===== src/rtl/kscs_pkg.sv =====
// kscs_pkg: sizes, register indexes and shared types for the k-subset cover search.
// No dependencies; every other file of the block refers to it by scoped names.
package kscs_pkg;

   localparam int MAX_ENTRIES = 64;                        // list depth, 2..64
   localparam int COVER_BITS  = 64;                        // stored profile bits, 2..64
   localparam int POS_W       = $clog2(MAX_ENTRIES);       // list position
   localparam int CNT_W       = $clog2(MAX_ENTRIES + 1);   // entry count, k
   localparam int STACK_DEPTH = MAX_ENTRIES - 1;           // placed slots below the last
   localparam int PROFILE_W   = 64;                        // profile_word / chosen_mask ports
   localparam int REG_W       = 7;                         // config register width
   localparam int CSR_IDX_W   = 2;

   localparam logic [CSR_IDX_W-1:0] REG_SUBSET_SIZE = CSR_IDX_W'(0);
   localparam logic [CSR_IDX_W-1:0] REG_COVER_WIDTH = CSR_IDX_W'(1);

   localparam logic KIND_LOAD   = 1'b0;
   localparam logic KIND_SEARCH = 1'b1;

   // one placed slot: its list position and the OR of profiles up to and including it
   typedef struct packed {
      logic [POS_W-1:0]      pos;
      logic [COVER_BITS-1:0] cov;
   } entry_type;

   typedef struct packed {
      logic push;
      logic pop;
   } stack_op_type;

endpackage


===== src/rtl/kscs_cell.sv =====
// kscs_cell: one slot of the shifting slot stack.
// Depends on kscs_pkg (entry_type, stack_op_type).
module kscs_cell (
   input  logic                    clock,
   input  kscs_pkg::stack_op_type  op,
   input  kscs_pkg::entry_type     up_entry,
   input  kscs_pkg::entry_type     down_entry,
   output kscs_pkg::entry_type     entry
);

   kscs_pkg::entry_type entry_ff;
   kscs_pkg::entry_type entry_in;

   // push takes the neighbor nearer the top, pop the one further down
   always_comb begin
      entry_in = entry_ff;
      if (op.push) begin
         entry_in = up_entry;
      end else if (op.pop) begin
         entry_in = down_entry;
      end
   end

   always_ff @(posedge clock) begin
      entry_ff <= entry_in;
   end

   assign entry = entry_ff;

endmodule


===== config.mk =====
export PLATFORM = sky130hd
export DESIGN_NAME = kscs_cell
export DESIGN_NICKNAME = d
export VERILOG_FILES = /design/src/rtl/kscs_pkg.sv /design/src/rtl/kscs_cell.sv
export SDC_FILE = /design/constraint.sdc
export NUM_CORES = 1
export LEC_CHECK = 0
export BUFFER_PORTS_ARGS = -buffer_cell sky130_fd_sc_hd__buf_2
export CELL_PAD_IN_SITES_DETAIL_PLACEMENT = 1
export CELL_PAD_IN_SITES_GLOBAL_PLACEMENT = 1
export CORE_ASPECT_RATIO = 1.25
export CORE_UTILIZATION = 36
export CTS_CLUSTER_DIAMETER = 200
export CTS_CLUSTER_SIZE = 30
export DETAILED_ROUTE_END_ITERATION = 8
export PLACE_DENSITY = 0.95
export SLEW_MARGIN = 20
export SYNTH_ARGS = -nofsm -noshare
export SYNTH_HDL_FRONTEND = slang
export SYNTH_SLANG_ARGS = --single-unit

===== constraint.sdc =====
create_clock -name clock -period 4.4 [get_ports clock]
set_input_delay 0.44 -clock clock [delete_from_list [all_inputs] [get_ports clock]]
set_output_delay 0.44 -clock clock [all_outputs]
set_load 0.03 [all_outputs]

==> impl_metrics.json, run 1 <==
{
  "hold_viol": 0,
  "ys_seq_elements": 70,
  "antenna_found_initial": 0,
  "gp_congestion": 0.670,
  "cp_common_cell": "buf_4",
  "dr.pass1.iters": 4,
  "ant_nets": 0,
  "overflow": 0,
  "num_vias": 2150,
  "track_usage_pct": 16.8,
  "crit_type": "input pin to flip-flop",
  "ys_warn_count": 0,
  "yosysTopAreaCell": "edfxtp_1",
  "synthToLayoutAreaGrowth_pct": 37.0,
  "drtIter0Drc": 38,
  "io_buffers": 212,
  "use_met3_pct": 4.54,
  "drive_gt1_share_pct": 79.5,
  "critPathBufInv": 2,
  "synthTopCellsByArea": "edfxtp_1 (64%), mux2_4 (31%), buf_12 (4.2%)",
  "rsz0062_at_grt": "no",
  "critPathArrivalTime_ps": 2040,
  "route.detailed.drc": 0,
  "crit_family": "buffers and inverters",
  "crit_start": "op[1]",
  "hold-path-endpoint": "entry[20]",
  "cts_root_buf": "clkbuf_8",
  "fp.coreArea_sq_um": 8800,
  "ys_seq_area_share_pct": 63.6,
  "start_util_pct": 37.6,
  "syn_nets": 292,
  "grt_busiest_layer": "met2",
  "fill_cells": 919,
  "fin_tns_setup_ps": 0,
  "cts_resized": 0,
  "synth_top_area_share_pct": 63.6,
  "hold_path_startpoint": "up_entry[20]",
  "totalWireLength_microns": 8030,
  "period_share_pct": 44.5,
  "cts_tree": "yes",
  "die_w_microns": 87.7,
  "final.min_clock_period_ps": 1960,
  "drv_cap": 0,
  "end_kind": "flip-flop",
  "worst_hold_path_type": "input pin to flip-flop",
  "cp_slowest_cell": "buf_4",
  "p_leak_nw": 2.20,
  "largest_reg_flops": 70,
  "cts_buffers": 9,
  "synth.distinct_cells": 6,
  "use_met1_pct": 16.6,
  "path_cells": "buf_4, buf_4, mux2_2",
  "post_cts_buffers": 0,
  "grt_pass1_vias": 2285,
  "grt_max_degree": 71,
  "crit_fanout": 41,
  "status": "completed",
  "setup_viol": 0,
  "timing.fmax_mhz": 511,
  "cellPowerDensity_nw_per_um2": 369,
  "grt_pass1_wl_microns": 11500,
  "async_flop_share_pct": 0,
  "grt_use_met2_pct": 31.2,
  "synth_area_sq_um": 3310,
  "synth_common_cells": "edfxtp_1 (70), mux2_4 (69), buf_12 (7)",
  "die_area_sq_um": 9580,
  "slew_headroom_pct": 36.2,
  "cts_sinks": 70,
  "startpoint_type": "input pin",
  "max-clock-path-buffers": 2,
  "cpPeakStageDelay_ps": 690,
  "ios": 213,
  "vias_per_cell": 4.39,
  "synth_ff_type": "edfxtp_1",
  "final_cells": 490,
  "slew_violations": 0,
  "worst_ir_drop_vdd_mv": 0.171,
  "final_util_pct": 51.5,
  "hold_path_depth": 2,
  "worst-path-stages": 3,
  "htree_levels": 3,
  "tightestPinTransition_ps": 957,
  "n_antenna_cell": 0,
  "synth_edf_count": 70,
  "fp.dieH_microns": 109,
  "rows": 38,
  "post_drt_wl_per_cell_microns": 16.4,
  "critical_path_required_ps": 4490,
  "syn_area_per_cell_sq_um": 22.2,
  "yosysMostFrequentCell": "edfxtp_1",
  "dp_cells": 474,
  "final_nets": 508,
  "path_clk_slew_ps": 80,
  "hold_buffers": 0,
  "synthCells": 149
}
## stage by stage
step	worst slack, ps	total power (W)	hold slack, ps	cell area, sq um
CTS	2460	0.00170	374	4530
global route	2390	0.00174	380	4530
detailed placement	2090	0.00127	744	4380
finish	2440	0.00167	395	4530
floorplan	1630	0.00113	657	3310
global placement	2160	0.00125	741	4380
## area by class of cell
class	instances	area [sq um]	area share (%)
Clock inverter	2	8.76	0.193
Multi-Input combinational cell	71	1060	23.3
Sequential cell	70	2100	46.4
Timing Repair Buffer	213	1070	23.6
Clock buffer	14	143	3.15
Tap cell	120	150	3.31
## worst max path at each step
stage | to | slack, ps
final | entry[67] | 2440
after detailed placement | entry[67] | 2090
after CTS | entry[67] | 2460
after global placement | entry[67] | 2160
after floorplan | entry[0] | 1630
after global routing | entry[67] | 2390
## placed cells by master, fill, tap and decap left out
cell type / netlist / routed
mux2_4: 69 / 69
mux2_2: 1 / 1
clkinv_2: 0 / 1
clkinv_1: 0 / 1
or2_4: 0 / 1
buf_4: 0 / 2
clkbuf_8: 0 / 9
buf_2: 0 / 211
clkbuf_1: 0 / 5
edfxtp_1: 70 / 70
## logic make-up after synthesis
logic type | count (synthesis) | share of synthesized area, %
flip-flops | 70 | 63.6
AND/OR/NAND/NOR | 1 | 0.189
multiplexers | 70 | 31.7
buffers and inverters | 8 | 4.58
## power by group
group          internal (W)  leakage [nW]  switching [W]  total (W)
registers          0.000819         0.713      0.0000183   0.000838
logic              0.000168          1.41       0.000243   0.000411
clock network      0.000203        0.0761       0.000219   0.000423
## per-layer routing
metal	part of all wire, %	up-vias	routed length, microns
li1	-	1014	-
met1	36	995	2870
met2	55	130	4440
met3	7.2	11	579
met4	1.7	0	137
met5	0	-	0
(Power assumes the default switching activity.)
==> run 2, diff against run 1 <==
- ABC_AREA: not set -> 1
- CORE_UTILIZATION: 36 -> 29
- PLACE_DENSITY: 0.95 -> 0.91
- clock period: 4.4 -> 2.04 ns (I/O delays scaled with it)
==> impl_metrics.json, run 2 <==
{
  "antenna_found_initial": 2,
  "use_met1_pct": 17.3,
  "post_drt_wl_per_cell_microns": 14.2,
  "syn_area_per_cell_sq_um": 10.3,
  "synthTopCellsByArea": "edfxtp_1 (69%), nand2_1 (26%), buf_6 (3.0%)",
  "fin_area_sq_um": 4390,
  "gp_congestion": 0.757,
  "async_flop_share_pct": 0,
  "timing.fmax_mhz": 676,
  "crit_fanout": 71,
  "num_vias": 2774,
  "synthCells": 297,
  "route.detailed.drc": 0,
  "crit_type": "input pin to flip-flop",
  "die_w_microns": 93.7,
  "crit_start": "op[1]",
  "track_usage_pct": 16.8,
  "rows": 41,
  "use_met3_pct": 6.58,
  "synth_adder_area_share_pct": 0,
  "setup_viol": 0,
  "synth_compound_area_share_pct": 0,
  "status": "completed",
  "dpl_worst_slack_ps": 201,
  "cts_tree": "yes",
  "die_area_sq_um": 10900,
  "hold_buffers": 0,
  "htree_levels": 3,
  "synth_top_area_share_pct": 69.0,
  "final_util_pct": 43.2,
  "p_leak_nw": 2.31,
  "post_cts_buffers": 0,
  "ant_nets": 0,
  "critical_path_required_ps": 2100,
  "io_buffers": 212,
  "synth_top_family_by_area": "simple AND/OR/NAND/NOR gates",
  "slew_headroom_pct": 36.6,
  "final_common_cell": "buf_2",
  "syn_nets": 440,
  "ys_warn_count": 0,
  "most-common-layout-cells": "buf_2 (212), nand2_1 (210), edfxtp_1 (70), clkbuf_16 (9), clkinv_1 (3)",
  "yosysTopAreaCell": "edfxtp_1",
  "slew_violations": 0,
  "ios": 213,
  "yosysMostFrequentCell": "nand2_1",
  "hold_path_startpoint": "down_entry[21]",
  "grt_max_degree": 72,
  "fin_ws_ps": 561,
  "final_nets": 649,
  "grt_pass1_wl_microns": 13600,
  "hold_viol": 0,
  "synth_edf_count": 70,
  "drive_gt1_share_pct": 44.2,
  "fp.coreArea_sq_um": 10200,
  "cts_resized": 0,
  "rsz0062_at_grt": "no",
  "critPathArrivalTime_ps": 1540,
  "cts_buffers": 9,
  "end_kind": "flip-flop",
  "drv_cap": 0,
  "startpoint_type": "input pin",
  "vias_per_cell": 4.33,
  "ys_seq_area_share_pct": 69.0,
  "fin_tns_setup_ps": 0,
  "tightestPinTransition_ps": 951,
  "synthToLayoutAreaGrowth_pct": 44.0,
  "synthSimpleGateAreaFrac_pct": 26.1,
  "ys_seq_elements": 70,
  "totalWireLength_microns": 9110,
  "grt_pass1_vias": 2877,
  "period_share_pct": 72.5,
  "synth_common_cells": "nand2_1 (210), edfxtp_1 (70), buf_6 (8), buf_4 (7)",
  "grt_busiest_layer": "met2",
  "start_util_pct": 30.0,
  "cts_root_buf": "clkbuf_16",
  "dr.pass1.iters": 4,
  "overflow": 0,
  "synthMuxAreaShare_pct": 0,
  "worst_ir_drop_vdd_mv": 0.361,
  "largest_reg_flops": 70,
  "synth-xor-area-share_pct": 0,
  "cellPowerDensity_nw_per_um2": 897,
  "synth_area_sq_um": 3050,
  "dpl.hpwl_microns": 6740,
  "cts_sinks": 70,
  "grt_use_met2_pct": 30.9,
  "placed_area_sq_um": 4140,
  "path_clk_slew_ps": 60,
  "synth_ff_type": "edfxtp_1",
  "fp.dieH_microns": 117,
  "worst_hold_path_type": "input pin to flip-flop",
  "final.min_clock_period_ps": 1480,
  "synth.distinct_cells": 6,
  "drtIter0Drc": 67,
  "max-clock-path-buffers": 2
}
-- run 2: changes by cell type in the layout (fill, tap and decap cells not counted) --
| cell | previous run | this run |
|---|---|---|
| buf_2 | 211 | 212 |
| buf_4 | 2 | 1 |
| clkbuf_1 | 5 | 1 |
| clkbuf_16 | 0 | 9 |
| clkbuf_8 | 9 | 0 |
| clkinv_1 | 1 | 3 |
| diode_2 | 0 | 2 |
| inv_6 | 0 | 1 |
| mux2_2 | 1 | 0 |
| mux2_4 | 69 | 0 |
| nand2_1 | 0 | 210 |
-- run 2: critical path, stage by stage --
cell     delay, ps
buf_2           90
buf_4          590
inv_6          370
nand2_1        150
nand2_1         80
-- run 2: power breakdown --
part / internal (W) / switching [W] / total, W
clock network: 0.000793 / 0.000528 / 0.00132
logic: 0.000248 / 0.000558 / 0.000806
registers: 0.00177 / 0.0000403 / 0.00181
-- run 2: final cells by class --
| type | instances | area [sq um] |
|---|---|---|
| tap | 129 | 161 |
| inverter | 1 | 8.76 |
| clock inverter | 4 | 16.3 |
| antenna | 2 | 5.00 |
| clock buffer | 10 | 229 |
| fill | 1250 | 5770 |
| multi-input combinational | 211 | 797 |
| timing repair buffer | 213 | 1070 |
| sequential | 70 | 2100 |
-- run 2: metal layers --
metal | routed length (microns) | share of wire [%]
met3 | 851 | 9.3
met1 | 3400 | 37
met2 | 4760 | 52
met5 | 0 | 0
met4 | 95 | 1.0
-- run 2: worst paths after layout --
path,end,slack [ps],depth (start not counted)
worst max-delay path,entry[65],560,5
worst min-delay path,entry[21],140,3
-- run 2: kinds of logic after synthesis --
| group | after synthesis |
|---|---|
| buf+inv | 16 |
| flops | 70 |
| simple gates | 211 |
-- run 2: stage by stage --
step | hold WS [ps] | cells | total power (W)
6_report | 139 | 640 | 0.00394
5_1_grt | 135 | 638 | 0.00411
4_1_cts | 129 | 638 | 0.00399
3_5_place_dp | 474 | 624 | 0.00266
3_3_place_gp | 468 | 624 | 0.00262
2_1_floorplan | 383 | 297 | 0.00234
